$ cat config.mk
export PLATFORM = sky130hd
export DESIGN_NAME = acmv_queue
export DESIGN_NICKNAME = d
export VERILOG_FILES = /design/src/hdl/acmv_pkg.sv /design/src/hdl/acmv_queue.sv
export SDC_FILE = /design/constraint.sdc
export NUM_CORES = 1
export LEC_CHECK = 0
export ABC_AREA = 1
export BUFFER_PORTS_ARGS = -buffer_cell sky130_fd_sc_hd__buf_2
export CAP_MARGIN = 25
export CORE_UTILIZATION = 40
export DETAILED_ROUTE_END_ITERATION = 6
export GPL_TIMING_DRIVEN = 0
export HOLD_SLACK_MARGIN = 0.02
export PLACE_DENSITY_LB_ADDON = 0.08
export SYNTH_ARGS = -nofsm -noshare
export SYNTH_HDL_FRONTEND = slang
export SYNTH_SLANG_ARGS = --single-unit
$ cat constraint.sdc
create_clock -name clk -period 8.3 [get_ports clk]
set_clock_uncertainty 0.15 [all_clocks]
set_input_delay 2.49 -clock clk [delete_from_list [all_inputs] [get_ports clk]]
set_output_delay 2.49 -clock clk [all_outputs]
set_load 0.01 [all_outputs]
$ cat src/hdl/acmv_pkg.sv
// acmv_pkg: shared types, constants and AES helper functions for the CBC-MAC checker.
// No dependencies.
`timescale 1ns / 1ps
`default_nettype none
package acmv_pkg;

  typedef enum logic [1:0] {
    CMD_START  = 2'd0,
    CMD_ADD    = 2'd1,
    CMD_FINISH = 2'd2,
    CMD_NONE   = 2'd3
  } cmd_t;

  localparam logic [1:0] REG_KEY_HIGH = 2'd0;
  localparam logic [1:0] REG_KEY_LOW  = 2'd1;
  localparam logic [1:0] REG_SIG_HIGH = 2'd2;
  localparam logic [1:0] REG_SIG_LOW  = 2'd3;

  localparam int QueueDepth = 4;
  localparam int QueueAw    = 2;

  // Job from the front to the back: a block to absorb, a check, or both.
  typedef struct packed {
    logic         restart;  // begin from a zero chain value
    logic         absorb;   // encrypt block xor chain
    logic         check;    // compare and report afterwards
    logic [127:0] block;
  } job_t;

  function automatic logic [7:0] sbox(input logic [7:0] a);
    logic [7:0] s [256];
    s = '{
      8'h63,8'h7c,8'h77,8'h7b,8'hf2,8'h6b,8'h6f,8'hc5,8'h30,8'h01,8'h67,8'h2b,8'hfe,8'hd7,8'hab,8'h76,
      8'hca,8'h82,8'hc9,8'h7d,8'hfa,8'h59,8'h47,8'hf0,8'had,8'hd4,8'ha2,8'haf,8'h9c,8'ha4,8'h72,8'hc0,
      8'hb7,8'hfd,8'h93,8'h26,8'h36,8'h3f,8'hf7,8'hcc,8'h34,8'ha5,8'he5,8'hf1,8'h71,8'hd8,8'h31,8'h15,
      8'h04,8'hc7,8'h23,8'hc3,8'h18,8'h96,8'h05,8'h9a,8'h07,8'h12,8'h80,8'he2,8'heb,8'h27,8'hb2,8'h75,
      8'h09,8'h83,8'h2c,8'h1a,8'h1b,8'h6e,8'h5a,8'ha0,8'h52,8'h3b,8'hd6,8'hb3,8'h29,8'he3,8'h2f,8'h84,
      8'h53,8'hd1,8'h00,8'hed,8'h20,8'hfc,8'hb1,8'h5b,8'h6a,8'hcb,8'hbe,8'h39,8'h4a,8'h4c,8'h58,8'hcf,
      8'hd0,8'hef,8'haa,8'hfb,8'h43,8'h4d,8'h33,8'h85,8'h45,8'hf9,8'h02,8'h7f,8'h50,8'h3c,8'h9f,8'ha8,
      8'h51,8'ha3,8'h40,8'h8f,8'h92,8'h9d,8'h38,8'hf5,8'hbc,8'hb6,8'hda,8'h21,8'h10,8'hff,8'hf3,8'hd2,
      8'hcd,8'h0c,8'h13,8'hec,8'h5f,8'h97,8'h44,8'h17,8'hc4,8'ha7,8'h7e,8'h3d,8'h64,8'h5d,8'h19,8'h73,
      8'h60,8'h81,8'h4f,8'hdc,8'h22,8'h2a,8'h90,8'h88,8'h46,8'hee,8'hb8,8'h14,8'hde,8'h5e,8'h0b,8'hdb,
      8'he0,8'h32,8'h3a,8'h0a,8'h49,8'h06,8'h24,8'h5c,8'hc2,8'hd3,8'hac,8'h62,8'h91,8'h95,8'he4,8'h79,
      8'he7,8'hc8,8'h37,8'h6d,8'h8d,8'hd5,8'h4e,8'ha9,8'h6c,8'h56,8'hf4,8'hea,8'h65,8'h7a,8'hae,8'h08,
      8'hba,8'h78,8'h25,8'h2e,8'h1c,8'ha6,8'hb4,8'hc6,8'he8,8'hdd,8'h74,8'h1f,8'h4b,8'hbd,8'h8b,8'h8a,
      8'h70,8'h3e,8'hb5,8'h66,8'h48,8'h03,8'hf6,8'h0e,8'h61,8'h35,8'h57,8'hb9,8'h86,8'hc1,8'h1d,8'h9e,
      8'he1,8'hf8,8'h98,8'h11,8'h69,8'hd9,8'h8e,8'h94,8'h9b,8'h1e,8'h87,8'he9,8'hce,8'h55,8'h28,8'hdf,
      8'h8c,8'ha1,8'h89,8'h0d,8'hbf,8'he6,8'h42,8'h68,8'h41,8'h99,8'h2d,8'h0f,8'hb0,8'h54,8'hbb,8'h16
    };
    return s[a];
  endfunction

  function automatic logic [7:0] xtime(input logic [7:0] b);
    return {b[6:0], 1'b0} ^ (b[7] ? 8'h1b : 8'h00);
  endfunction

  // Byte i of a 128-bit word; byte 0 is the most significant.
  function automatic logic [7:0] get_byte(input logic [127:0] w, input int i);
    return w[127-8*i -: 8];
  endfunction

  // Next round key from the current one and its round constant.
  function automatic logic [127:0] key_step(input logic [127:0] k, input logic [7:0] rc);
    logic [31:0] w0, w1, w2, w3, t;
    w0 = k[127:96]; w1 = k[95:64]; w2 = k[63:32]; w3 = k[31:0];
    t  = {sbox(w3[23:16]) ^ rc, sbox(w3[15:8]), sbox(w3[7:0]), sbox(w3[31:24])};
    w0 = w0 ^ t; w1 = w1 ^ w0; w2 = w2 ^ w1; w3 = w3 ^ w2;
    return {w0, w1, w2, w3};
  endfunction

  // One round without the key add: SubBytes, ShiftRows, MixColumns unless last.
  function automatic logic [127:0] round_fn(input logic [127:0] st, input logic last);
    logic [7:0] tmp [16];
    logic [7:0] a0, a1, a2, a3, all;
    logic [127:0] o;
    o = '0;
    for (int c = 0; c < 4; c++)
      for (int r = 0; r < 4; r++)
        tmp[4*c+r] = sbox(get_byte(st, 4*((c+r)%4)+r));
    for (int c = 0; c < 4; c++) begin
      a0 = tmp[4*c]; a1 = tmp[4*c+1]; a2 = tmp[4*c+2]; a3 = tmp[4*c+3];
      all = a0 ^ a1 ^ a2 ^ a3;
      if (last) begin
        o[127-32*c -: 32] = {a0, a1, a2, a3};
      end else begin
        o[127-32*c -: 32] = {a0 ^ all ^ xtime(a0 ^ a1), a1 ^ all ^ xtime(a1 ^ a2),
                             a2 ^ all ^ xtime(a2 ^ a3), a3 ^ all ^ xtime(a3 ^ a0)};
      end
    end
    return o;
  endfunction

endpackage
`default_nettype wire

$ cat src/hdl/acmv_queue.sv
// acmv_queue: small FIFO of jobs between front and back.
// Depends on acmv_pkg.
`timescale 1ns / 1ps
`default_nettype none
module acmv_queue import acmv_pkg::*; (
  input  wire logic clk,
  input  wire logic rst_n,
  input  wire logic wr_valid,
  output logic      wr_ready,
  input  job_t      wr_job,
  output logic      rd_valid,
  input  wire logic rd_ready,
  output job_t      rd_job
);
  job_t             mem [QueueDepth];
  logic [QueueAw-1:0] wp_r, rp_r;
  logic [QueueAw:0]   cnt_r;
  logic wr, rd;

  assign wr_ready = (cnt_r != QueueAw'(0) + (QueueAw+1)'(QueueDepth));
  assign rd_valid = (cnt_r != '0);
  assign rd_job   = mem[rp_r];
  assign wr = wr_valid && wr_ready;
  assign rd = rd_valid && rd_ready;

  always_ff @(posedge clk) begin
    if (wr) mem[wp_r] <= wr_job;
  end

  // Advance pointers and occupancy.
  always_ff @(posedge clk) begin
    if (!rst_n) begin
      wp_r <= '0; rp_r <= '0; cnt_r <= '0;
    end else begin
      if (wr) wp_r <= wp_r + 1'b1;
      if (rd) rp_r <= rp_r + 1'b1;
      cnt_r <= cnt_r + (QueueAw+1)'(wr) - (QueueAw+1)'(rd);
    end
  end

  a_no_overflow: assert property (@(posedge clk) disable iff (!rst_n)
    cnt_r <= (QueueAw+1)'(QueueDepth)) else $error("queue overflow");
  a_count: assert property (@(posedge clk) disable iff (!rst_n)
    wr && !rd |=> cnt_r == $past(cnt_r) + 1'b1) else $error("queue count");
  a_empty_no_rd: assert property (@(posedge clk) disable iff (!rst_n)
    cnt_r == '0 |-> !rd) else $error("read of empty queue");
endmodule
`default_nettype wire

==> qor.yml <==
swShare_pct: 29.9
finalPower_mw: 7.63
clk_pin_slew_ps: 60
pin_count: 268
clockPowerShare_pct: 32.2
intPower_mw: 5.35
power_density_nw_per_um2: 313
syn_area_um2: 19900
cts_max_level: 2
seqPwrFrac_pct: 43.6
hold_buffers: 0
tightest_slew_ps: 638
grt_pass1_vias: 11900
drive_gt1_share_pct: 24.9
overflow: 0
synth_cells: 1331
grt_setup_unrepaired: "false"
start_util_pct: 40.6
setup_violations: 0
yosysSeqAreaShare_pct: 80.1
grt_pass1_wl_um: 74600
core-area_um2: 49000
yosysUniqueCellTypes: 21
cts_tree: "yes"
wl_per_cell_um: 21.2
clock.fmax_mhz: 195
clockRootBuffer: "clkbuf_16"
ant_nets: 0
ir_drop_uv: 166
post-route-min-period_ps: 5140
placed_area_um2: 22600
post_cts_resized: 0
status: "complete, no violations"
die_y_um: 225
startpoint_type: "flop"
wl_um: 50700
fin_nets: 1821
drt-vias-per-instance: 5.04
cp-end-kind: "output port"
holdCritPathClass: "flop to flop"
pwr-share-comb_pct: 24.1
finalCritPeriodShare_pct: 61.9
syn_avg_cell_area_um2: 14.9
cts_sinks: 533
worstSetupPathType: "flop to output port"
hold_slack_ps: 347
yosys_warnings: 0
crit_arrival_ps: 2500
hpwlAfterDp_um: 32200
num_rows: 81
layout_setup_ws_ps: 3160
io_buffers: 267
cts_buffer_depth: 3
cap_violations: 0
grt_max_degree: 28
drtIter0Drc: 724
place.gp.congestion: 0.705
num_vias: 12100
cts_inserted_buffers: 56
antenna_found_initial: 16
drc: 0
power.switching_mw: 2.29
postCtsSetupRepairBufs: 0
path_max_fanout: 10
leakage_nw: 8.57
first_pass_iters: 5
final_area_um2: 24400
hold_viol: 0
cp_data_required_time_ps: 5660
clk_latency_ps: 620
relSlewSlack_pct: 57.5
dp_slack_ps: 3620
die_area_um2: 50600
die_w_um: 225
ys_ff_latch: 533
drv_slew: 0
area_growth_pct: 22.8
gr-usage-all-layers_pct: 20.0
synth_nets: 1473
[sequential cells by signal, indices dropped and copies added (netlist names), named ones only]
register  count
cnt_r         3
mem         524
rp_r          2
wp_r          2
[worst max-delay path, stage by stage (launching register included)]
cell and delay, ps:
dfxtp_1 420, inv_2 180, buf_2 400, buf_2 340, o21ai_1 110, o22ai_1 220, buf_2 190
[path summary, 6_finish.rpt]
check,from,end,slack (ps),cells past startpoint
hold / removal,rp_r[0],rp_r[0],350,2
setup reg to reg,cnt_r[1],mem[1][66],5580,7
hold reg to reg,rp_r[0],rp_r[0],350,2
setup / recovery,flop,rd_job[111],3160,6
[Yosys cell counts]
master | number | share of area, %
edfxtp_1 | 524 | 79
nor2_1 | 274 | 5.2
o21ai_0 | 191 | 4.8
o22ai_1 | 131 | 4.1
o21ai_1 | 72 | 1.8
clkbuf_1 | 29 | 0.55
buf_2 | 28 | 0.71
buf_6 | 21 | 1.2
inv_1 | 14 | 0.26
nand2_1 | 13 | 0.25
dfxtp_1 | 9 | 0.91
ha_1 | 6 | 0.38
a21oi_1 | 4 | 0.10
clkbuf_2 | 4 | 0.10
nand3_1 | 3 | 0.076
a21boi_0 | 2 | 0.076
buf_4 | 2 | 0.076
buf_8 | 1 | 0.076
fa_1 | 1 | 0.10
inv_2 | 1 | 0.019
inv_6 | 1 | 0.044
[power groups by stage]
stage          Sequential [mW]  Combinational (mW)  Clock (mW)
2_1_floorplan             3.44               0.976           0
3_3_place_gp              3.52                1.78           0
3_5_place_dp              3.39                1.88           0
4_1_cts                   3.33                1.89        2.52
5_1_grt                   3.35                2.02        2.61
6_report                  3.33                1.84        2.46
[logic make-up (layout without fill, tap and decap cells)]
kind of cell / Yosys count / in the layout / synth area share [%]
adders and majority gates: 7 / 7 / 0.478
AOI/OAI and AO/OA: 400 / 400 / 10.9
DFF: 533 / 533 / 80.1
other: 0 / 4 / 0
buffers and inverters: 101 / 496 / 3.02
and+or+nand+nor: 290 / 290 / 5.50
[metal layers]
metal | GRT usage [%] | vias up | part of all wire (%)
li1 | - | 5757 | -
met5 | 0 | - | 0.27
met2 | 32.7 | 314 | 49
met3 | 5.97 | 97 | 7.2
met1 | 25.8 | 5882 | 42
met4 | 5.46 | 24 | 2.1
[through the flow]
step	cells	util [%]	TNS, ps
2_1_floorplan	1331	-	-276670
3_3_place_gp	2262	45.0	-2970280
3_5_place_dp	2285	46.1	0
4_1_cts	2390	49.8	0
5_1_grt	2391	49.8	0
6_report	2394	49.8	0
[cell type report]
class                           count  area, µm²
Buffer                             85        536
Inverter                           16       65.1
Clock inverter                     31        279
Timing Repair Buffer              290       1830
Multi-Input combinational cell    697       3390
Clock buffer                       74       1540
Fill cell                        4230      24600
Sequential cell                   533      15900
Antenna cell                        4       10.0
Tap cell                          664        831
[layout by cell type (no fill, tap or decap), drive strengths merged]
cell type  count
fa             1
o21ai        263
inv           16
clkinvlp       1
a21oi          4
diode          4
nand3          3
bufinv         5
dfxtp          9
clkinv        25
buf          342
nor2         274
clkbuf       107
edfxtp       524
nand2         13
o22ai        131
ha             6
a21boi         2
Note: power is estimated with default switching activity, not from simulation.
