### src/hdl/acmv_pkg.sv
// acmv_pkg: shared types, constants and AES helper functions for the CBC-MAC checker.
// No dependencies.
`timescale 1ns / 1ps
`default_nettype none
package acmv_pkg;

  typedef enum logic [1:0] {
    CMD_START  = 2'd0,
    CMD_ADD    = 2'd1,
    CMD_FINISH = 2'd2,
    CMD_NONE   = 2'd3
  } cmd_t;

  localparam logic [1:0] REG_KEY_HIGH = 2'd0;
  localparam logic [1:0] REG_KEY_LOW  = 2'd1;
  localparam logic [1:0] REG_SIG_HIGH = 2'd2;
  localparam logic [1:0] REG_SIG_LOW  = 2'd3;

  localparam int QueueDepth = 4;
  localparam int QueueAw    = 2;

  // Job from the front to the back: a block to absorb, a check, or both.
  typedef struct packed {
    logic         restart;  // begin from a zero chain value
    logic         absorb;   // encrypt block xor chain
    logic         check;    // compare and report afterwards
    logic [127:0] block;
  } job_t;

  function automatic logic [7:0] sbox(input logic [7:0] a);
    logic [7:0] s [256];
    s = '{
      8'h63,8'h7c,8'h77,8'h7b,8'hf2,8'h6b,8'h6f,8'hc5,8'h30,8'h01,8'h67,8'h2b,8'hfe,8'hd7,8'hab,8'h76,
      8'hca,8'h82,8'hc9,8'h7d,8'hfa,8'h59,8'h47,8'hf0,8'had,8'hd4,8'ha2,8'haf,8'h9c,8'ha4,8'h72,8'hc0,
      8'hb7,8'hfd,8'h93,8'h26,8'h36,8'h3f,8'hf7,8'hcc,8'h34,8'ha5,8'he5,8'hf1,8'h71,8'hd8,8'h31,8'h15,
      8'h04,8'hc7,8'h23,8'hc3,8'h18,8'h96,8'h05,8'h9a,8'h07,8'h12,8'h80,8'he2,8'heb,8'h27,8'hb2,8'h75,
      8'h09,8'h83,8'h2c,8'h1a,8'h1b,8'h6e,8'h5a,8'ha0,8'h52,8'h3b,8'hd6,8'hb3,8'h29,8'he3,8'h2f,8'h84,
      8'h53,8'hd1,8'h00,8'hed,8'h20,8'hfc,8'hb1,8'h5b,8'h6a,8'hcb,8'hbe,8'h39,8'h4a,8'h4c,8'h58,8'hcf,
      8'hd0,8'hef,8'haa,8'hfb,8'h43,8'h4d,8'h33,8'h85,8'h45,8'hf9,8'h02,8'h7f,8'h50,8'h3c,8'h9f,8'ha8,
      8'h51,8'ha3,8'h40,8'h8f,8'h92,8'h9d,8'h38,8'hf5,8'hbc,8'hb6,8'hda,8'h21,8'h10,8'hff,8'hf3,8'hd2,
      8'hcd,8'h0c,8'h13,8'hec,8'h5f,8'h97,8'h44,8'h17,8'hc4,8'ha7,8'h7e,8'h3d,8'h64,8'h5d,8'h19,8'h73,
      8'h60,8'h81,8'h4f,8'hdc,8'h22,8'h2a,8'h90,8'h88,8'h46,8'hee,8'hb8,8'h14,8'hde,8'h5e,8'h0b,8'hdb,
      8'he0,8'h32,8'h3a,8'h0a,8'h49,8'h06,8'h24,8'h5c,8'hc2,8'hd3,8'hac,8'h62,8'h91,8'h95,8'he4,8'h79,
      8'he7,8'hc8,8'h37,8'h6d,8'h8d,8'hd5,8'h4e,8'ha9,8'h6c,8'h56,8'hf4,8'hea,8'h65,8'h7a,8'hae,8'h08,
      8'hba,8'h78,8'h25,8'h2e,8'h1c,8'ha6,8'hb4,8'hc6,8'he8,8'hdd,8'h74,8'h1f,8'h4b,8'hbd,8'h8b,8'h8a,
      8'h70,8'h3e,8'hb5,8'h66,8'h48,8'h03,8'hf6,8'h0e,8'h61,8'h35,8'h57,8'hb9,8'h86,8'hc1,8'h1d,8'h9e,
      8'he1,8'hf8,8'h98,8'h11,8'h69,8'hd9,8'h8e,8'h94,8'h9b,8'h1e,8'h87,8'he9,8'hce,8'h55,8'h28,8'hdf,
      8'h8c,8'ha1,8'h89,8'h0d,8'hbf,8'he6,8'h42,8'h68,8'h41,8'h99,8'h2d,8'h0f,8'hb0,8'h54,8'hbb,8'h16
    };
    return s[a];
  endfunction

  function automatic logic [7:0] xtime(input logic [7:0] b);
    return {b[6:0], 1'b0} ^ (b[7] ? 8'h1b : 8'h00);
  endfunction

  // Byte i of a 128-bit word; byte 0 is the most significant.
  function automatic logic [7:0] get_byte(input logic [127:0] w, input int i);
    return w[127-8*i -: 8];
  endfunction

  // Next round key from the current one and its round constant.
  function automatic logic [127:0] key_step(input logic [127:0] k, input logic [7:0] rc);
    logic [31:0] w0, w1, w2, w3, t;
    w0 = k[127:96]; w1 = k[95:64]; w2 = k[63:32]; w3 = k[31:0];
    t  = {sbox(w3[23:16]) ^ rc, sbox(w3[15:8]), sbox(w3[7:0]), sbox(w3[31:24])};
    w0 = w0 ^ t; w1 = w1 ^ w0; w2 = w2 ^ w1; w3 = w3 ^ w2;
    return {w0, w1, w2, w3};
  endfunction

  // One round without the key add: SubBytes, ShiftRows, MixColumns unless last.
  function automatic logic [127:0] round_fn(input logic [127:0] st, input logic last);
    logic [7:0] tmp [16];
    logic [7:0] a0, a1, a2, a3, all;
    logic [127:0] o;
    o = '0;
    for (int c = 0; c < 4; c++)
      for (int r = 0; r < 4; r++)
        tmp[4*c+r] = sbox(get_byte(st, 4*((c+r)%4)+r));
    for (int c = 0; c < 4; c++) begin
      a0 = tmp[4*c]; a1 = tmp[4*c+1]; a2 = tmp[4*c+2]; a3 = tmp[4*c+3];
      all = a0 ^ a1 ^ a2 ^ a3;
      if (last) begin
        o[127-32*c -: 32] = {a0, a1, a2, a3};
      end else begin
        o[127-32*c -: 32] = {a0 ^ all ^ xtime(a0 ^ a1), a1 ^ all ^ xtime(a1 ^ a2),
                             a2 ^ all ^ xtime(a2 ^ a3), a3 ^ all ^ xtime(a3 ^ a0)};
      end
    end
    return o;
  endfunction

endpackage
`default_nettype wire

### src/hdl/acmv_front.sv
// acmv_front: takes command words, assembles 16-byte blocks, emits jobs.
// Depends on acmv_pkg.
`timescale 1ns / 1ps
`default_nettype none
module acmv_front import acmv_pkg::*; (
  input  wire logic       clk,
  input  wire logic       rst_n,
  input  wire logic       in_valid,
  output logic            in_ready,
  input  wire logic [1:0] in_command,
  input  wire logic [7:0] in_data_byte,
  output logic            job_valid,
  input  wire logic       job_ready,
  output job_t            job
);
  logic [127:0] buf_r, buf_nxt;
  logic [3:0]   cnt_r, cnt_nxt;
  logic         pend_r, pend_nxt;   // a start not yet passed to the back
  logic         acc;
  cmd_t         cmd;
  logic [127:0] filled;

  assign cmd      = cmd_t'(in_command);
  assign acc      = in_valid && in_ready;
  assign filled   = buf_r | ({120'd0, in_data_byte} << (8 * (4'd15 - cnt_r)));

  // Only adds that close a block and finishes need a queue slot.
  always_comb begin
    in_ready  = 1'b1;
    job_valid = 1'b0;
    job       = '{restart: pend_r, absorb: 1'b0, check: 1'b0, block: filled};
    buf_nxt   = buf_r;
    cnt_nxt   = cnt_r;
    pend_nxt  = pend_r;
    case (cmd)
      CMD_START: begin
        if (in_valid) begin
          buf_nxt = '0; cnt_nxt = '0; pend_nxt = 1'b1;
        end
      end
      CMD_ADD: begin
        if (cnt_r == 4'd15) begin
          in_ready  = job_ready;
          job_valid = in_valid;
          job.absorb = 1'b1;
          if (acc) begin
            buf_nxt = '0; cnt_nxt = '0; pend_nxt = 1'b0;
          end
        end else if (in_valid) begin
          buf_nxt = filled; cnt_nxt = cnt_r + 4'd1;
        end
      end
      CMD_FINISH: begin
        in_ready   = job_ready;
        job_valid  = in_valid;
        job.absorb = (cnt_r != 4'd0);
        job.check  = 1'b1;
        job.block  = buf_r;
        if (acc) begin
          buf_nxt = '0; cnt_nxt = '0; pend_nxt = 1'b0;
        end
      end
      default: ;
    endcase
  end

  always_ff @(posedge clk) begin
    if (!rst_n) begin
      cnt_r <= '0; pend_r <= 1'b0; buf_r <= '0;
    end else begin
      cnt_r <= cnt_nxt; pend_r <= pend_nxt; buf_r <= buf_nxt;
    end
  end
endmodule
`default_nettype wire

### config.mk
export PLATFORM = sky130hd
export DESIGN_NAME = acmv_front
export DESIGN_NICKNAME = d
export VERILOG_FILES = /design/src/hdl/acmv_pkg.sv /design/src/hdl/acmv_front.sv
export SDC_FILE = /design/constraint.sdc
export NUM_CORES = 1
export LEC_CHECK = 0
export BUFFER_PORTS_ARGS = -buffer_cell sky130_fd_sc_hd__buf_2
export CORE_MARGIN = 3
export CORE_UTILIZATION = 30
export DETAILED_ROUTE_END_ITERATION = 12
export GPL_TIMING_DRIVEN = 0
export SLEW_MARGIN = 20
export SYNTH_ARGS = -nofsm -noshare
export SYNTH_HDL_FRONTEND = slang
export SYNTH_SLANG_ARGS = --single-unit
### constraint.sdc
create_clock -name clk -period 1.9 [get_ports clk]
set_input_delay 0.19 -clock clk [delete_from_list [all_inputs] [get_ports clk]]
set_output_delay 0.19 -clock clk [all_outputs]
set_load 0.02 [all_outputs]
==> results.toml, run 1 <==
[setup_path]
setup.worst_path.end_class = "output pin"
worstPathMaxFanout = 8
crit_arrival_ns = 1.82
crit_type = "flop to output pin"
required_ns = 1.71
start_kind = "flop"

[logic_synthesis]
postSynthNetCount = 724
yosysTopAreaCellShare_pct = 43.99
synth_area_leaders = "dfxtp_1, o21bai_1, a31oi_1"
synth_area_um2 = 6053
netlist-cell-type-count = 46
ys_seq_area_share_pct = 43.99
yosysTopAreaCell = "dfxtp_1"
synth_ff_type = "dfxtp_1"
async_flop_share_pct = 0
synth_seq_cells = 133
syn_avg_cell_area_um2 = 8.586
synth_edf_count = 0
syn_inst = 705
yosysWarnings = 0

[floorplan]
start_util_pct = 30.80
core_area_um2 = 19650
fp.dieH_um = 148.1
rows = 51
ios = 147
die_area_um2 = 21920
dieWidth_um = 148.1

[sta]
fmax_mhz = 498.3
worst_slack_ns = -0.1070
period_share_pct = 105.6
rsz0062_at_grt = "yes"
period_minus_slack_ns = 2.007
slew_violations = 0
tightest_slew_ns = 1.050
setup_viol = 115
fin_hold_ws_ns = 0.1022
slew_headroom_pct = 29.99
finalHoldViolCount = 0
skew_ns = 0.006141

[detailed_routing]
drtPass1Iterations = 6
wl_met3_um = 1628
drc_errors = 0
met2_length_um = 11310
postRouteAntennaNets = 0
wl_met1_um = 10890
post_drt_wl_per_cell_um = 21.06
via_count = 6369
routed_wl_um = 24620
via_per_inst = 5.448
highest_layer = "met4"
initialDrtViolationCount = 556

[clocking]
cts_max_path_buffers = 2
cts_max_level = 4
clock-sinks = 133
clk_pin_slew_ns = 0.06
postCtsHoldBufs = 0
cts_buffers = 17
cts_tree = "done"
root_buffer = "clkbuf_16"
clk_latency_ns = 0.43

[grt]
antenna_found_initial = 2
grtUsageTotal_pct = 21.68
grt_pass1_vias = 6054
grt_max_degree = 17
grt_pass1_wl_um = 36340
grt-ovfl-total = 0

[power]
p_per_area_nw_per_um2 = 688.2
power_mw = 6.960
power.leakage_nw = 3.996
irDropWorstVdd_v = 0.0006521

[finish]
fin_area_um2 = 10110
final.fill_count = 1741
drive_gt1_share_pct = 43.90
area_delta_synth_final_pct = 67.05
nNetsFinal = 908

[run_status]
violations = "negative setup slack"
outcome = "complete, but fails checks"

[placed_design]
hpwl_um = 16700
place_area_um2 = 7106
port_buffers = 144
routabilityCongestion = 0.8812

[flow_run]
cap_violations = 0

[hold_path]
min_path_type = "input port to flop"
[logic make-up (layout without fill, tap and decap cells)]
group	Yosys count	in the layout	share of synthesized area (%)
simple gates	202	202	14.35
flops	133	133	43.99
other cells	0	2	0
buf+inv	87	284	8.371
fa+ha+maj	5	5	1.033
compound gates	277	277	32.08
mux	1	1	0.1860
[cell usage in the layout (no fill, tap or decap), types with 8 or more instances in the layout]
master,synthesis,final
a31oi_1,124,124
o21bai_4,0,70
nand2_8,0,15
nand2_1,45,15
a21o_1,9,9
nor2_2,12,11
buf_6,4,81
clkbuf_8,0,8
clkbuf_1,44,23
nor2_1,124,121
dfxtp_1,133,129
buf_4,5,70
o21bai_1,120,48
nand2_2,1,8
clkbuf_16,0,29
nand2_4,0,8
buf_8,10,15
buf_2,15,30
[cells in the mapped netlist, types with 3 or more instances]
library cell	count
nand2_1	45
dfxtp_1	133
buf_8	10
buf_6	4
inv_2	3
ha_1	5
a21oi_1	8
buf_2	15
nor2_2	12
a21o_1	9
buf_4	5
nor2_1	124
a31oi_1	124
nor3_1	4
inv_1	4
clkbuf_1	44
o21bai_1	120
[per-stage QoR]
stage               setup WS [ns]  util, %  setup TNS (ns)  instances
floorplan                0.002517        -               0        705
detailed placement        -0.3010    36.15          -30.59       1114
CTS                      -0.09572    48.96          -6.434       1157
finish                    -0.1070    51.45          -5.808       1169
global route              -0.1442    51.45          -11.71       1169
global placement          -0.3236    36.15          -27.85       1114
[metal layers]
layer	global-route usage, %	vias to the layer above
met1	30.28	3116
met4	7.852	0
met2	33.18	290
met5	0	-
li1	-	2913
met3	4.601	50
[worst max-delay path, stage by stage, from the launching register on]
cell and delay [ns]:
dfxtp_4 0.37, or3_4 0.49, clkbuf_16 0.20, o21bai_1 0.16, buf_4 0.17
[state kept, by name (all words and copies together) (netlist names)]
signal,cells
cnt_r,4
pend_r,1
buf_r,128
[timing repair]
| item | CTS | global route |
|---|---|---|
| gates resized for setup | 396 | 83 |
| setup endpoints to repair | 154 | 162 |
| setup buffers | 10 | 7 |
| cloned | 5 | 4 |
| pin swaps | 64 | 47 |
[path summary, 6_finish.rpt]
kind | startpoint | to | slack (ns) | cells after the start
max | cnt_r[2] | job[120] | -0.11 | 4
min | rst_n | cnt_r[3] | 0.10 | 2
max reg2reg | cnt_r[0] | buf_r[54] | 0.06 | 8
min reg2reg | buf_r[43] | buf_r[43] | 0.46 | 2
[area by class of cell]
type	count	area (um2)	area share, %
Tap cell	265	331.6	3.279
Multi-Input combinational cell	485	4074	40.29
Inverter	7	31.28	0.3093
Timing Repair Buffer	170	1629	16.11
Clock inverter	6	87.58	0.8661
Buffer	75	737.0	7.288
Sequential cell	133	2678	26.48
Clock buffer	26	539.3	5.333
Antenna cell	2	5.005	0.04949
[power by group]
group          total [mW]  switching [mW]  internal, mW
combinational       0.714           0.471         0.243
clock                3.45            1.24          2.21
sequential           2.80         0.00576          2.79
(Power assumes the default switching activity.)
==> inputs of run 2 (changes only) <==
Settings changed: CORE_MARGIN 3 to default, GPL_ROUTABILITY_DRIVEN from default to 0, TNS_END_PERCENT from default to 1.
==> results.toml, run 2 (synthesis results as in run 1) <==
[run_status]
outcome = "complete, but fails checks"
violations = "negative setup slack"

[finish]
final.fill_count = 1817
largest_reg_flops = 128
multi_input_area_um2 = 3900
register_area_um2 = 2675
final_cell_mix = "dfxtp_1, a31oi_1, nor2_1"
reg.largest.list = "buf_r x128, cnt_r x4, pend_r x1"
nNetsFinal = 894
drive_gt1_share_pct = 40.86
layout_commonest_cell = "dfxtp_1"
top_register = "buf_r"
area_delta_synth_final_pct = 57.23

[floorplan]
die_area_um2 = 20750
dieWidth_um = 144.1
start_util_pct = 30.90
rows = 51
core_area_um2 = 19590
ios = 147
fp.dieH_um = 144.1

[sta]
setup_viol = 125
fmax_mhz = 490.6
slew_violations = 0
finalHoldViolCount = 0
slew_headroom_pct = 36.06
tightest_slew_ns = 0.9592
skew_ns = 0.007798
rsz0062_at_grt = "yes"
worst_slack_ns = -0.1382
fin_hold_ws_ns = 0.1027
period_minus_slack_ns = 2.038
period_share_pct = 107.3
fin_tns_setup_ns = -7.214

[grt]
grt-ovfl-total = 0
grt_pass1_wl_um = 34870
grtUsageTotal_pct = 23.26
antenna_found_initial = 3
grt_max_degree = 17
grt_pass1_vias = 5840

[setup_path]
setup.worst_path.end_class = "output pin"
start_kind = "flop"
crit_arrival_ns = 1.85
r2r_cells = 6
required_ns = 1.71
worstPathMaxFanout = 10
crit_type = "flop to output pin"

[detailed_routing]
post_drt_wl_per_cell_um = 20.73
postRouteAntennaNets = 0
via_count = 6350
via_per_inst = 5.503
wl_met1_um = 10460
initialDrtViolationCount = 520
drtPass1Iterations = 5
met2_length_um = 10720
drc_errors = 0
routed_wl_um = 23930
highest_layer = "met4"
wl_met3_um = 1891

[flow_run]
cap_violations = 0

[clocking]
cts_max_level = 4
root_buffer = "clkbuf_16"
clock-sinks = 133
clk_pin_slew_ns = 0.06
postCtsHoldBufs = 0
cts_tree = "done"
cts_buffers = 17
clk_latency_ns = 0.43
cts_max_path_buffers = 2

[placed_design]
port_buffers = 144
pre_cts_slack_ns = -0.3519
hpwl_um = 16230

[hold_path]
min_path_type = "input port to flop"
hold_depth = 2

[power]
p_per_area_nw_per_um2 = 697.2
irDropWorstVdd_v = 0.0008290
power.leakage_nw = 3.793
==> run 2: changes by cell type in the layout (fill, tap and decap cells not counted), sizes merged <==
cell           previous run  this run
diode                     2         3
clkinvlp                  3         1
clkbuf                   67        63
clkdlybuf4s15             0         1
buf                     204       193
==> run 2: metrics by stage <==
step           util [%]  total power [mW]  cell area [um2]  cells
2_1_floorplan         -             3.214             6053    705
3_5_place_dp      36.27             3.395             7106   1114
4_1_cts           46.90             6.607             9188   1150
5_1_grt           48.59             6.795             9518   1154
6_report          48.59             6.636             9518   1154
3_3_place_gp      36.27             3.394             7106   1114
==> run 2: final timing paths <==
check | from | to | slack (ns)
min reg2reg | buf_r[34] | buf_r[34] | 0.46
max reg2reg | cnt_r[3] | buf_r[111] | 0.06
max | cnt_r[3] | job[46] | -0.14
min | rst_n | cnt_r[3] | 0.10
==> run 2: routing by layer <==
layer  GRT usage (%)  vias up
met1           31.81     3081
met2           34.35      327
li1                -     2878
met3           4.536       64
met4           12.32        0
met5               0        -
==> run 2: critical path: stages, from the launching register on <==
cell	delay, ns
dfxtp_4	0.37
or3b_4	0.46
clkbuf_16	0.22
o21bai_2	0.21
buf_6	0.15
==> run 2: area by class of cell <==
cell class              instances  share of cell area (%)
clock buffers                  26                   5.035
well taps                     265                   3.484
clock inverters                 4                  0.7625
multi-input cells             485                   40.98
inverters                       7                  0.3024
diodes                          3                 0.07887
repair buffers                156                   14.14
plain buffers                  75                   7.112
flip-flops and latches        133                   28.11
==> run 2: power breakdown <==
part | internal [mW] | total [mW] | switching (mW) | leakage [nW]
clock network | 1.98 | 3.18 | 1.20 | 0.264
registers | 2.79 | 2.80 | 0.00533 | 1.07
logic | 0.209 | 0.656 | 0.448 | 2.45
total | 4.98 | 6.64 | 1.65 | 3.79
==> run 2: timing repair <==
| item | 4_1_cts | 5_1_grt |
|---|---|---|
| resized for setup | 350 | 65 |
| endpoints found under the setup margin | 251 | 140 |
| pin swaps | 63 | 43 |
| cloned | 3 | 0 |
| setup buffers | 7 | 3 |
==> inputs of run 3 (changes only) <==
Settings changed: SETUP_SLACK_MARGIN from default to 0.5.
==> results.toml, run 3 (synthesis results as in run 1) <==
[power]
irDropWorstVdd_v = 0.0006869
power_mw = 7.233
power.leakage_nw = 4.272
p_per_area_nw_per_um2 = 688.4

[placed_design]
hpwl_um = 15890
port_buffers = 144

[finish]
layout_commonest_cell = "dfxtp_1"
nNetsFinal = 902
drive_gt1_share_pct = 48.44
top_register = "buf_r"
area_delta_synth_final_pct = 73.58
largest_reg_flops = 128
fin_util_pct = 53.64
n_antenna_cell = 0
reg.largest.list = "buf_r x128, cnt_r x4, pend_r x1"
final_cell_mix = "dfxtp_1, buf_6, a31oi_1"

[floorplan]
fp.dieH_um = 144.1
rows = 51
die_area_um2 = 20750
core_area_um2 = 19590
dieWidth_um = 144.1
ios = 147
start_util_pct = 30.90

[setup_path]
r2r_slack_ns = 0.20
required_ns = 1.71
setup.worst_path.end_class = "output pin"
worstReg2RegEnd = "buf_r[33]"
worstPathMaxFanout = 8
crit_arrival_ns = 1.83
cp-startpoint = "cnt_r[2]"
start_kind = "flop"
r2r_cells = 7
r2r_start = "cnt_r[0]"
crit_type = "flop to output pin"

[sta]
slew_headroom_pct = 28.98
tightest_slew_ns = 1.065
rsz0062_at_grt = "yes"
slew_violations = 0
skew_ns = 0.007299
fin_hold_ws_ns = 0.09629
period_minus_slack_ns = 2.019
period_share_pct = 106.3
fin_tns_setup_ns = -7.660
setup_viol = 130
worst_slack_ns = -0.1189
finalHoldViolCount = 0
fmax_mhz = 495.3

[grt]
grt_pass1_vias = 5844
grt_max_degree = 17
grt-ovfl-total = 0
antenna_found_initial = 0
grtUsageTotal_pct = 22.95
grt_pass1_wl_um = 34690

[detailed_routing]
postRouteAntennaNets = 0
via_count = 6191
drtPass1Iterations = 5
initialDrtViolationCount = 378
via_per_inst = 5.332
routed_wl_um = 24100
post_drt_wl_per_cell_um = 20.76
drc_errors = 0

[clocking]
root_buffer = "clkbuf_16"
clock-sinks = 133
cts_tree = "done"
cts_max_path_buffers = 2
clk_pin_slew_ns = 0.06
cts_buffers = 17
clk_latency_ns = 0.42
postCtsHoldBufs = 0
cts_max_level = 4

[run_status]
violations = "negative setup slack"
outcome = "complete, but fails checks"

[hold_path]
whs_endpoint = "cnt_r[3]"
hp-start = "rst_n"
min_path_type = "input port to flop"
hold_depth = 2

[flow_run]
cap_violations = 0
run 3: cell count changes in the layout (fill, tap and decap cells not counted), moves of 6 or more:
| cell | previous run | this run |
|---|---|---|
| buf_4 | 84 | 16 |
| buf_6 | 61 | 125 |
| clkbuf_1 | 34 | 25 |
| clkbuf_16 | 22 | 29 |
| nand2_8 | 8 | 2 |
| o21bai_1 | 55 | 4 |
| o21bai_2 | 4 | 22 |
| o21bai_4 | 61 | 94 |
run 3: worst max-delay path, cell delays in order, from the launching register on:
cell	delay (ns)
dfxtp_4	0.37
or3_4	0.38
buf_12	0.16
clkbuf_16	0.17
o21bai_4	0.17
buf_6	0.14
run 3: area by class of cell:
class,instances,area [um2]
well taps,265,331.6
multi-input cells,485,4290
inverters,7,38.79
clock inverters,12,201.4
flip-flops and latches,133,2678
clock buffers,20,456.7
plain buffers,80,845.8
repair buffers,159,1665
fillers,1703,9082
run 3: worst max path at each step:
stage          depth (start not counted)  slack [ns]         end
2_1_floorplan                          7        0.29     job[34]
6_report                               5       -0.12    job[121]
3_3_place_gp                           9       -0.25   buf_r[70]
5_1_grt                                7       -0.16     job[54]
4_1_cts                                5       -0.13    job[119]
3_5_place_dp                           9       -0.26  buf_r[101]
run 3: timing repair:
action / 4_1_cts / 5_1_grt
pin swaps: 11 / 36
resized for setup: 327 / 85
buffers inserted: 2 / 3
cloned: 4 / 6
setup endpoints to repair: 264 / 263
run 3: metrics by stage:
stage | worst slack, ns | instances | instance area, um2
3_3_place_gp | -0.2544 | 1114 | 8140
3_5_place_dp | -0.2618 | 1114 | 8140
2_1_floorplan | 0.2904 | 705 | 7088
5_1_grt | -0.1596 | 1161 | 10510
4_1_cts | -0.1297 | 1152 | 10030
6_report | -0.1189 | 1161 | 10510
run 3: power breakdown:
group          leakage (nW)  switching (mW)  internal [mW]
combinational          2.88           0.500          0.268
sequential             1.07         0.00566           2.79
clock                 0.316            1.27           2.40
total                  4.27            1.78           5.45
run 3: per-layer routing:
metal  GRT usage, %  up-vias  wire length [um]
li1               -     2893                 -
met1          31.29     3047             10850
met2          36.18      229             11350
met3          5.000       22              1531
met4          6.439        0               369
met5              0        -                 0
